--- src/hdl/rpa_pkg.sv ---
package rpa_pkg;

  // Command codes carried on the input tuser
  localparam logic [1:0] CMD_PIXEL = 2'd0;
  localparam logic [1:0] CMD_READ  = 2'd1;
  localparam logic [1:0] CMD_CLEAR = 2'd2;
  localparam logic [1:0] CMD_RSVD  = 2'd3;

  // Operation kinds queued between front and back
  localparam logic [1:0] OP_PIXEL = 2'd0;
  localparam logic [1:0] OP_READ  = 2'd1;
  localparam logic [1:0] OP_CLEAR = 2'd2;

  // Configuration register indexes
  localparam logic REG_WIDTH  = 1'b0;
  localparam logic REG_HEIGHT = 1'b1;

  // Fixed field widths
  localparam int CFG_W   = 11;
  localparam int VAL_W   = 16;
  localparam int IDX_W   = 10;
  localparam int SUM_W   = 36;
  localparam int CNT_W   = 21;
  localparam int MR_W    = 10;
  localparam int QDEPTH  = 4;

  typedef logic [1:0] op_kind_t;

  // Status the back end reports to the top level
  typedef struct packed {
    logic init_done;
    logic nb_ready;
  } back_status_t;

endpackage

--- src/hdl/rpa_front.sv ---
module rpa_front import rpa_pkg::*; #(
  parameter int MAX_DIM = 1024
) (
  input  logic                              clk,
  input  logic                              rst_n,
  input  logic                              in_fire,
  input  logic [1:0]                        cmd,
  input  logic [VAL_W-1:0]                  pix,
  input  logic [IDX_W-1:0]                  idx,
  input  logic [$clog2(MAX_DIM+1)-1:0]      dim_w,
  input  logic [$clog2(MAX_DIM+1)-1:0]      dim_h,
  output logic                              push,
  output logic [2+VAL_W+IDX_W+1+2*($clog2(MAX_DIM+1)-1)-1:0] push_data
);

  localparam int DIM_W  = $clog2(MAX_DIM + 1);
  localparam int HALF_W = DIM_W - 1;
  localparam int POS_W  = DIM_W + 1;

  logic [POS_W-1:0] col_r, col_nxt, row_r, row_nxt;
  logic             done_r, done_nxt;
  logic [POS_W-1:0] w_ext, h_ext, cx_ext, cy_ext;

  assign w_ext  = POS_W'(dim_w);
  assign h_ext  = POS_W'(dim_h);
  assign cx_ext = POS_W'(dim_w >> 1);
  assign cy_ext = POS_W'(dim_h >> 1);

  // Track raster position and classify the transaction
  always_comb begin
    logic [POS_W-1:0] c, rw, dx, dy;
    op_kind_t         kind;
    col_nxt  = col_r;
    row_nxt  = row_r;
    done_nxt = done_r;
    push     = 1'b0;
    kind     = OP_PIXEL;
    dx       = '0;
    dy       = '0;
    c        = col_r;
    rw       = row_r;
    if (in_fire) begin
      unique case (cmd)
        CMD_PIXEL: begin
          if (!done_r) begin
            if (c >= w_ext) begin
              c  = '0;
              rw = rw + 1'b1;
            end
            if (rw >= h_ext) begin
              done_nxt = 1'b1;
            end else begin
              push = 1'b1;
              dx   = (c >= cx_ext) ? c - cx_ext : cx_ext - c;
              dy   = (rw >= cy_ext) ? rw - cy_ext : cy_ext - rw;
              c    = c + 1'b1;
              if (c >= w_ext) begin
                c  = '0;
                rw = rw + 1'b1;
                if (rw >= h_ext) done_nxt = 1'b1;
              end
            end
            col_nxt = c;
            row_nxt = rw;
          end
        end
        CMD_READ: begin
          push = 1'b1;
          kind = OP_READ;
        end
        CMD_CLEAR: begin
          push     = 1'b1;
          kind     = OP_CLEAR;
          col_nxt  = '0;
          row_nxt  = '0;
          done_nxt = 1'b0;
        end
        default: begin
          push = 1'b0;
        end
      endcase
    end
    push_data = {kind, pix, idx, done_r, dx[HALF_W-1:0], dy[HALF_W-1:0]};
  end

  always_ff @(posedge clk) begin
    if (!rst_n) begin
      col_r  <= '0;
      row_r  <= '0;
      done_r <= 1'b0;
    end else begin
      col_r  <= col_nxt;
      row_r  <= row_nxt;
      done_r <= done_nxt;
    end
  end

endmodule

--- config.mk ---
export PLATFORM = sky130hd
export DESIGN_NAME = rpa_front
export DESIGN_NICKNAME = d
export VERILOG_FILES = /design/src/hdl/rpa_pkg.sv /design/src/hdl/rpa_front.sv
export SDC_FILE = /design/constraint.sdc
export NUM_CORES = 1
export LEC_CHECK = 0
export ABC_AREA = 1
export BUFFER_PORTS_ARGS = -buffer_cell sky130_fd_sc_hd__clkbuf_2
export CAP_MARGIN = 15
export CORE_MARGIN = 2
export CORE_UTILIZATION = 50
export DETAILED_ROUTE_END_ITERATION = 8
export HOLD_SLACK_MARGIN = 0.15
export PLACE_DENSITY = 0.82
export SLEW_MARGIN = 40
export SYNTH_ARGS = -nofsm -noshare
export SYNTH_HDL_FRONTEND = slang
export SYNTH_SLANG_ARGS = --single-unit
--- constraint.sdc ---
create_clock -name clk -period 5.89 [get_ports clk]
set_input_delay 0.8835 -clock clk [delete_from_list [all_inputs] [get_ports clk]]
set_output_delay 0.8835 -clock clk [all_outputs]
set_load 0.1 [all_outputs]
==> key figures <==
STA
  • Least-Margin Pin Slew: 857 ps
  • Fmax: 181 MHz
  • Final Cycle Share: 0.940
  • RSZ-0062 raised after global routing: no
  • Minimum clock period: 5530 ps
  • Skew final: 12.0 ps
  • Final WS setup: 356 ps
  • Fin Setup TNS: 0 ps
  • Max-slew headroom: 0.428
  • Endpoints failing setup: 0
  • Final number of hold-violating endpoints: 0
  • Max Slew Vio Count: 0

Status
  • Status: complete, no violations

Route
  • Detail-routed net length per standard cell: 13.8 microns
  • First-pass DRT Iterations: 6
  • Via Count: 5572
  • Post-route DRC: 0
  • Final wirelength: 14200 microns
  • Vias per cell: 5.41
  • Drt first-iter violations: 419
  • DRT antenna net count: 0

Floorplanning
  • Starting Density: 0.507
  • Die X: 108 microns
  • Rows: 38
  • Die Span Y: 108 microns
  • Core area: 10700 sq um
  • Die area: 11700 sq um
  • Ports: 103

Power and ir drop
  • Internal power: 304 uW
  • Sw frac: 0.428
  • Clk pwr share: 0.207
  • PnR Total Power: 531 uW
  • Sequential share of power: 0.322
  • Cell Pwr Density: 87.1 nW/um^2
  • P_sw: 228 uW
  • Total leakage power: 0.00325 uW
  • Combinational share of power: 0.472
  • Peak VDD IR: 95.0 uV

Finish
  • Nets: 1035
  • Final std cells w/o fill: 1029
  • Share of cells above drive strength 1: 0.139
  • Layout Utilization: 0.567
  • Leading cell types in the layout, fill and taps excluded: nand2_1 (216), inv_1 (129), ha_1 (88)
  • ANT cells: 0
  • P&R area growth vs syn: 11.9%
  • Commonest non-fill, non-tap cell in the layout: nand2_1

Global routing
  • Vias in the first global route: 5006
  • Total track usage: 0.243
  • GRT overflow: 0
  • Pin count of the biggest net entering global routing: 25
  • First-pass GRT wire length: 23300 microns
  • Initial antenna violation count: 0

Clocking
  • Post-CTS setup buffers: 0
  • Clk sinks: 25
  • Worst skew pair latency: 280 ps
  • Cts hold-fix bufs: 0
  • H-tree Lvls: 1
  • CTS tree: yes
  • Post-CTS resize count: 0
  • CTS root buf: clkbuf_8
  • CTS Buf Count: 3
  • Maximum clock path buffer count: 2
  • Reg clk slew, reported paths: 100 ps

Setup path
  • Setup Crit Path Kind: in -> out
  • Last element of the critical path: push_data[9]
  • Critical Path Start: dim_w[9]
  • Worst path required time: 5010 ps
  • Worst Path Max Fanout: 16
  • Reg-to-reg endpoint: col_r[0]$_SDFFE_PN0P_
  • Crit end category: output port
  • Reg2reg start: col_r[3]$_SDFFE_PN0P_
  • R2r setup slk: 1260 ps
  • Critical Path AT: 4650 ps
  • Critical path launch point type: input port
  • FF-to-FF path depth: 26

Yosys
  • Sequential share of the synthesized area: 0.0919
  • Number of synthesized register bits: 25
  • Ys Warns: 0
  • Cell Area, Synth: 5450 sq um
  • Synth cell types: 47
  • Synth Instances: 871
  • Syn Nets: 1016
  • Avg Cell Area, Syn: 6.25 sq um

Min path
  • Hold crit path type: reg -> reg

Place
  • DP HPWL: 11700 microns
  • Post-Place Setup Slack: 352 ps
  • Placed insts: 1025
  • IO Port Bufs: 50
  • GP Congestion: 0.997

Job
  • Max Cap Viol: 0
-- cells in the mapped netlist (all sizes together) --
library cell  instances  area share
nand2               231        0.17
inv                 136       0.096
ha                   88        0.20
a21oi                73       0.067
nor2                 69       0.058
nand3                59       0.060
buf                  39       0.053
o21ai                34       0.033
dfxtp                25       0.092
xor2                 24       0.039
nor3                 19       0.022
nand4                12       0.016
o211ai               10       0.014
xnor2                 9       0.014
clkbuf                8      0.0055
a211oi                4      0.0055
fa                    4       0.015
nand3b                4      0.0078
nor4                  4      0.0046
o21bai                4      0.0055
o221ai                3      0.0048
a21boi                2      0.0028
nor3b                 2      0.0028
o21a                  2      0.0028
a21o                  1      0.0014
a221oi                1      0.0016
clkinv                1     0.00069
o2111ai               1      0.0016
o31ai                 1      0.0014
or2                   1      0.0011
-- flip-flops by register name, summed over array words and instances, names as in the netlist --
signal  flops
col_r      12
row_r      12
done_r      1
-- logic make-up after synthesis --
kind of cell	count (synthesis)	share of synthesized area
AOI/OAI and AO/OA	136	0.141
and+or+nand+nor	401	0.342
xor gates and xnor gates	33	0.0531
DFF	25	0.0919
adders and majority gates	92	0.217
buffers and inverters	184	0.155
-- critical path, stage by stage --
cell	delay (ps)
clkbuf_2	120
inv_1	90
ha_1	300
nand2_1	50
inv_1	60
nand3b_1	100
nor2_1	190
nor2_4	60
nand2_4	180
nand2_1	80
nand2_1	160
inv_1	130
ha_1	390
nand2_1	150
nor2_1	50
nor3b_1	370
o21ai_0	220
a211oi_1	280
xor2_1	130
nand2_1	80
nand3_1	110
nor4_4	230
buf_12	220
-- how the worst min path moves through the flow --
stage,startpoint,end,slack [ps],cells after the start
6_report,col_r[11]$_SDFFE_PN0P_,col_r[11]$_SDFFE_PN0P_,480,2
5_1_grt,col_r[11]$_SDFFE_PN0P_,col_r[11]$_SDFFE_PN0P_,530,2
4_1_cts,col_r[11]$_SDFFE_PN0P_,col_r[11]$_SDFFE_PN0P_,480,2
3_5_place_dp,col_r[11]$_SDFFE_PN0P_,col_r[11]$_SDFFE_PN0P_,470,2
3_3_place_gp,col_r[11]$_SDFFE_PN0P_,col_r[11]$_SDFFE_PN0P_,460,2
2_1_floorplan,col_r[11]$_SDFFE_PN0P_,col_r[11]$_SDFFE_PN0P_,440,2
-- cell type report --
cell class	instances	area (sq um)
Sequential cell	25	500
Fill cell	1015	4650
Inverter	137	524
Clock buffer	4	45.0
Timing Repair Buffer	61	652
Tap cell	140	175
Multi-Input combinational cell	662	4200
-- routing by layer --
metal  part of all wire  vias to the layer above  track usage  wire length, microns
met1               0.46                     2518        0.340                  6590
met4             0.0091                        0       0.0449                   129
met5                  0                        -            0                     0
met2               0.46                      203        0.413                  6550
met3              0.063                       12       0.0151                   897
li1                   -                     2839            -                     -
-- per-stage QoR --
stage / hold WS, ps / cell area [sq um]
2_1_floorplan: 444 / 5540
3_3_place_gp: 457 / 6050
3_5_place_dp: 466 / 6050
4_1_cts: 484 / 6090
5_1_grt: 528 / 6090
6_report: 481 / 6090
-- power by group through the flow --
stage	combinational, uW	sequential [uW]	clock, uW
finish	250	171	110
global route	273	171	117
CTS	249	171	112
detailed placement	248	175	0
global placement	245	175	0
floorplan	257	175	0
(Power assumes the default switching activity.)
