===== config.mk =====
export PLATFORM = sky130hd
export DESIGN_NAME = rpa_fifo
export DESIGN_NICKNAME = d
export VERILOG_FILES = /design/src/hdl/rpa_pkg.sv /design/src/hdl/rpa_fifo.sv
export SDC_FILE = /design/constraint.sdc
export NUM_CORES = 1
export LEC_CHECK = 0
export BUFFER_PORTS_ARGS = -buffer_cell sky130_fd_sc_hd__buf_2
export CORE_MARGIN = 2
export CORE_UTILIZATION = 55
export DETAILED_ROUTE_END_ITERATION = 12
export PLACE_DENSITY = 0.77
export SYNTH_ARGS = -nofsm -noshare
export SYNTH_HDL_FRONTEND = slang
export SYNTH_SLANG_ARGS = --single-unit

===== constraint.sdc =====
create_clock -name clk -period 1.95 [get_ports clk]
set_clock_uncertainty 0.15 [all_clocks]
set_input_delay 0.195 -clock clk [delete_from_list [all_inputs] [get_ports clk]]
set_output_delay 0.195 -clock clk [all_outputs]
set_load 0.01 [all_outputs]

===== src/hdl/rpa_pkg.sv =====
package rpa_pkg;

  // Command codes carried on the input tuser
  localparam logic [1:0] CMD_PIXEL = 2'd0;
  localparam logic [1:0] CMD_READ  = 2'd1;
  localparam logic [1:0] CMD_CLEAR = 2'd2;
  localparam logic [1:0] CMD_RSVD  = 2'd3;

  // Operation kinds queued between front and back
  localparam logic [1:0] OP_PIXEL = 2'd0;
  localparam logic [1:0] OP_READ  = 2'd1;
  localparam logic [1:0] OP_CLEAR = 2'd2;

  // Configuration register indexes
  localparam logic REG_WIDTH  = 1'b0;
  localparam logic REG_HEIGHT = 1'b1;

  // Fixed field widths
  localparam int CFG_W   = 11;
  localparam int VAL_W   = 16;
  localparam int IDX_W   = 10;
  localparam int SUM_W   = 36;
  localparam int CNT_W   = 21;
  localparam int MR_W    = 10;
  localparam int QDEPTH  = 4;

  typedef logic [1:0] op_kind_t;

  // Status the back end reports to the top level
  typedef struct packed {
    logic init_done;
    logic nb_ready;
  } back_status_t;

endpackage


===== src/hdl/rpa_fifo.sv =====
module rpa_fifo import rpa_pkg::*; #(
  parameter int DW = 8
) (
  input  logic          clk,
  input  logic          rst_n,
  input  logic          push,
  input  logic [DW-1:0] din,
  input  logic          pop,
  output logic [DW-1:0] dout,
  output logic          full,
  output logic          empty
);

  localparam int PW = $clog2(QDEPTH);

  logic [DW-1:0] mem_r [QDEPTH];
  logic [PW-1:0] wr_ptr_r, rd_ptr_r;
  logic [PW:0]   fill_r;

  assign full  = (fill_r == (PW+1)'(QDEPTH));
  assign empty = (fill_r == '0);
  assign dout  = mem_r[rd_ptr_r];

  // Store entries
  always_ff @(posedge clk) begin
    if (push) mem_r[wr_ptr_r] <= din;
  end

  // Advance pointers and fill level
  always_ff @(posedge clk) begin
    if (!rst_n) begin
      wr_ptr_r <= '0;
      rd_ptr_r <= '0;
      fill_r   <= '0;
    end else begin
      if (push) wr_ptr_r <= wr_ptr_r + 1'b1;
      if (pop)  rd_ptr_r <= rd_ptr_r + 1'b1;
      if (push && !pop)      fill_r <= fill_r + 1'b1;
      else if (pop && !push) fill_r <= fill_r - 1'b1;
    end
  end

endmodule


==> run metrics, run 1 <==
initial core utilization=58.1%; I/O pin cnt=22; Die Y=58.0 um; Post-synth EDFFs=32; ANT cells=0; worst hold path cell count=3; CTS Root Cell=clkbuf_4; fin. max-slew vios=0; Hold Path Class=input port to flop; slowest cell delay on critical path=510 ps; CP arrival=1520 ps; Hold Startpoint=pop; dpl hpwl=1.60 mm; status=finished clean; CP Cell Sequence=buf_8, mux4_2, buf_2; routed len/inst=15.3 um; dpl cell area=1740 sq um; Critical R2R Launch=fill_r[0]; Bufs on Longest Clock Path=2; Yosys Warn Count=0; footprint of the multi-input gates=430 sq um; async set or reset register ratio after synthesis=0%; minimum clock period=1870 ps; R2R cell count=4; GPL Wtd Cong=0.696; final period utilization=95.7%; layout net count=139; cell count after synthesis=85; CTS tree=done; Cell Area, Synth=1600 sq um; GRT Overall Usage=17.0%; total negative slack=0 ps; post-synthesis sequential area ratio=71.2%; Yosys top cell area share=60.0%; fmax=536 MHz; CTS Buf Count=5; area occupied by registers=1140 sq um; P&R area growth vs syn=18.1%; total wire length=2.35 mm; Cell Pwr Density=892 nW/um^2; Clock transition at path regs=120 ps; die extent in x=58.0 um; filler cell count=190; final antenna-violating net count=0; # H-tree levels=2; Max-slew headroom=69.4%; maxcap violations=0; slowest stage cell, crit path=mux4_2; fin area=1890 sq um; reg2reg end=fill_r[2]; 1st-iter DRT viols=15; slew of the pin with the lowest slew margin=459 ps; r2r setup slk=290 ps; cell count after placement=136; endpoints failing setup=0; top post-synthesis cells by count=edfxtp_1 (32), and2_1 (9), dfxtp_1 (9), mux4_2 (8), ha_1 (5); Core Area=2760 sq um; GR Overflow Total=0; dominant cell type by area after synthesis=edfxtp_1; register bit count reported by yosys=41; most common cell in the synthesized netlist=edfxtp_1; Peak VDD IR=0.000896 V; Worst-Skew Late Latency=350 ps; Sink Count=41; CP Class=flop to output pin; initial antenna violation count=0; hold slack=44.8 ps; vias per inst=5.22; CP endpoint kind=output pin; port bufs=21; post-synth cell types=19; CP Launch Type=flop; postcts setup bufs=0; Final Util=68.6%; final cell count without fillers=153; crit-path max FO=8; final hold violations=0; detailed-route DRC error count=0; largest net degree at the start of global routing=15; syn_nets=103; top post-synthesis cells by area=edfxtp_1 (60%), dfxtp_1 (11%), mux4_2 (11%), ha_1 (3.9%), and2_1 (3.5%); share of layout cells above drive strength 1=32.0%; Vias=798; num rows=19; Primary FF master, synth=edfxtp_1; first-pass GRT wire length=3.78 mm; Die ar.=3360 sq um; first drt pass iteration count=6; leakage power=0.000706 uW; Data required, critical path=1600 ps; Avg Inst Size Synth=18.9 sq um; vias in the first global route=835
worst max-delay path, delay by kind of cell, from the launching register on:
| family | cells | cell delay (ps) |
|---|---|---|
| multiplexers | 1 | 510 |
| buffers and inverters | 2 | 290 |
| flip-flops | 1 | 350 |
per-layer routing:
metal	routed length (um)	vias to the layer above	track usage (%)	share of wire, %
li1	-	388	-	-
met1	935	387	17.9	40
met2	1230	19	28.2	52
met3	125	4	7.37	5.3
met4	58	0	9.97	2.5
met5	0	-	0	0
cell families after synthesis:
group / count (synthesis) / synth area share [%]
flip-flops: 41 / 71.2
AND/OR/NAND/NOR: 15 / 5.70
multiplexers: 10 / 12.5
buffers and inverters: 6 / 1.95
adder cells (fa/ha/maj): 6 / 5.15
XOR/XNOR: 5 / 2.73
AO/OA/AOI/OAI: 2 / 0.781
stage by stage:
step           worst slack, ps  power, uW
3_5_place_dp               111       1280
5_1_grt                  -1.25       1770
3_3_place_gp               183       1260
6_report                  83.1       1690
2_1_floorplan              345       1190
4_1_cts                   32.8       1710
worst max-delay path by stage:
stage                     from  cells after the start   endpoint
final                     flop                      3    dout[4]
after detailed placement  push                      7  fill_r[2]
after global placement    push                      7  fill_r[2]
after floorplan            pop                      7  fill_r[2]
after global routing      flop                      3    dout[4]
after CTS                 flop                      3    dout[4]
area by class of cell:
| type | count | area share (%) |
|---|---|---|
| clock buffer | 5 | 1.98 |
| clock inverter | 3 | 0.991 |
| inverter | 4 | 0.793 |
| multi-input combinational | 38 | 22.7 |
| timing repair buffer | 31 | 11.1 |
| tap | 31 | 2.05 |
| sequential | 41 | 60.3 |
power by group:
part,switching [uW],internal [uW]
combinational,110,129
sequential,33.9,997
clock,274,143
total,418,1270
registers in the layout, indices dropped and copies added, names as in the netlist, named ones only:
signal and cells:
rd_ptr_r 2, wr_ptr_r 2, mem_r 32, fill_r 3
what timing repair did:
action,CTS,global route
hold buffers,9,0
hold endpoints to repair,41,0
resized for setup,1,2
endpoints found under the setup margin,1,7
layout by cell type, fill, tap and decap left out:
cell type      synthesis  routed
edfxtp_1              32      32
buf_2                  0      21
and2_1                 9       9
dlygate4sd3_1          0       9
mux4_2                 8       8
dfxtp_1                9       8
ha_1                   5       5
clkbuf_4               0       5
inv_1                  4       4
xor2_1                 3       3
inv_4                  0       3
xnor2_1                2       2
mux2i_1                2       2
nor2b_1                2       2
nor3_1                 1       1
nor3b_1                1       1
nand2_1                1       1
o21ai_0                1       1
or3_1                  1       1
a21boi_1               1       1
fa_1                   1       1
dfxtp_2                0       1
buf_8                  0       1
Note: power is estimated with default switching activity, not from simulation.
==> run 2, diff against run 1 <==
==> constraint.sdc (replaced) <==
create_clock -name clk -period 1.95 [get_ports clk]
set_clock_uncertainty 0.15 [all_clocks]
set_input_delay 0 -clock clk [delete_from_list [all_inputs] [get_ports clk]]
set_output_delay 0 -clock clk [all_outputs]
set_load 0.01 [all_outputs]
==> run metrics, run 2 (synthesis results as in run 1) <==
CP Cell Sequence=dlygate4sd3_1, buf_2, inv_1, ha_1, inv_1, fa_1, xor2_1, or3_1, a21boi_1; Peak VDD IR=0.000704 V (-21%); Hold Path Class=input port to flop; Critical Path Start=pop; share of layout cells above drive strength 1=29.8% (-2.1 points); slowest stage cell, crit path=dlygate4sd3_1; Vias=816 (+2.3%); vias in the first global route=854 (+2.3%); 1st-iter DRT viols=31 (+16); detailed-route DRC error count=0 (unchanged); Die Y=58.0 um (unchanged); CTS Buf Count=5 (unchanged); fmax=545 MHz (+1.7%); RSZ-0062 raised after global routing=no; CTS tree=done; post-CTS sizing=0 (-1); total negative slack=0 ps (unchanged); maxcap violations=0 (unchanged); dpl hpwl=1.54 mm (-3.4%); final period utilization=94.1% (-1.6 points); Data required, critical path=2080 ps (+480 ps); slowest cell delay on critical path=530 ps (+20 ps); Sink Count=41 (unchanged); CTS Root Cell=clkbuf_4; Clock transition at path regs=120 ps (about the same); P&R area growth vs syn=19.1%; commonest non-fill, non-tap cells in the layout=edfxtp_1 (32), buf_2 (21), dlygate4sd3_1 (11); crit-path max FO=3 (-5); most used cell along the critical path=inv_1; Bufs on Longest Clock Path=2 (unchanged); final cell count without fillers=155 (+1.3%); hold slack=248 ps (+203 ps); largest net degree at the start of global routing=14 (-1); max FFs per register=32 (unchanged); Die ar.=3360 sq um (unchanged); GR Overflow Total=0 (unchanged); commonest non-fill, non-tap cell in the layout=edfxtp_1; top flop regs=mem_r: 32 flops, fill_r: 3 flops; Final Util=69.2% (+0.59 points); minimum clock period=1840 ps (-31.8 ps); total wire length=2.26 mm (-3.8%); Worst Slack Setup Final=115 ps (+31.8 ps); endpoints failing setup=0 (unchanged); Core Area=2760 sq um (unchanged); vias per inst=5.26 (+0.94%); # H-tree levels=2 (unchanged); cell count after placement=136 (unchanged); CP Launch Type=input port; GPL Wtd Cong=0.648 (-6.9%); final hold violations=0 (unchanged); port bufs=21 (unchanged); I/O pin cnt=22 (unchanged); pre-CTS setup slack=290 ps (+179 ps); Cell Pwr Density=887 nW/um^2 (-0.49%); initial antenna violation count=0 (unchanged); Hold Startpoint=din[7]; final antenna-violating net count=0 (unchanged); Critical R2R Launch=fill_r[0]; die extent in x=58.0 um (unchanged); fin. max-slew vios=0 (unchanged); status=finished clean; CP endpoint kind=flop; Max-slew headroom=70.8% (+1.3 points); routed len/inst=14.6 um (-5.0%); CP Class=input port to flop; GRT Overall Usage=16.3% (-0.67 points); num rows=19 (unchanged); ANT cells=0 (unchanged); first-pass GRT wire length=3.79 mm (+0.19%); slew of the pin with the lowest slew margin=439 ps (-20.0 ps); layout net count=141 (+1.4%); largest reg by FF count=mem_r; CP arrival=1970 ps (+450 ps); Worst-Skew Late Latency=340 ps (about the same); leakage power=0.000711 uW (+0.76%); initial core utilization=58.1% (unchanged); first drt pass iteration count=4 (-2)
## run 2: changes by cell type in the layout (fill, tap and decap cells not counted), sizes merged
cell	delta
inv	-2
dlygate4sd3	+2
clkbuf	+2
## run 2: path summary, 6_finish.rpt
path	depth (start not counted)	to	slack [ps]
worst max-delay path	9	fill_r[2]	110
worst max register to register	4	fill_r[2]	300
worst min register to register	2	fill_r[2]	370
worst min-delay path	2	mem_r[3][7]	250
## run 2: stage by stage
stage | cell area [sq um] | total power [uW]
2_1_floorplan | 1600 | 1190
3_3_place_gp | 1740 | 1260
3_5_place_dp | 1740 | 1270
4_1_cts | 1910 | 1720
5_1_grt | 1910 | 1780
6_report | 1910 | 1690
## run 2: what timing repair did
item                       4_1_cts  5_1_grt
hold buffers                    11        0
buffers inserted                 0        0
hold endpoints to repair        41        0
setup endpoints to repair        0        0
## run 2: critical path: cells and delay by family
kind	cells	cell delay, ps
adder cells (fa/ha/maj)	2	540
XOR/XNOR	1	180
buffers and inverters	4	780
AND/OR/NAND/NOR	1	310
AO/OA/AOI/OAI	1	140
## run 2: cell type report
type,count,area [sq um]
sequential,41,1140
fill,193,848
multi-input combinational,38,430
timing repair buffer,33,223
clock buffer,7,55.1
tap,31,38.8
inverter,4,15.0
clock inverter,1,6.26
## run 2: power by group
group / switching [uW] / internal (uW)
combinational: 109 / 128
sequential: 31.7 / 997
clock: 251 / 178
total: 392 / 1300
## run 2: layer usage
layer,share of wire [%],global-route usage [%]
met3,5.0,5.13
met1,41,17.9
met5,0,0
met2,52,27.6
met4,2.4,9.97
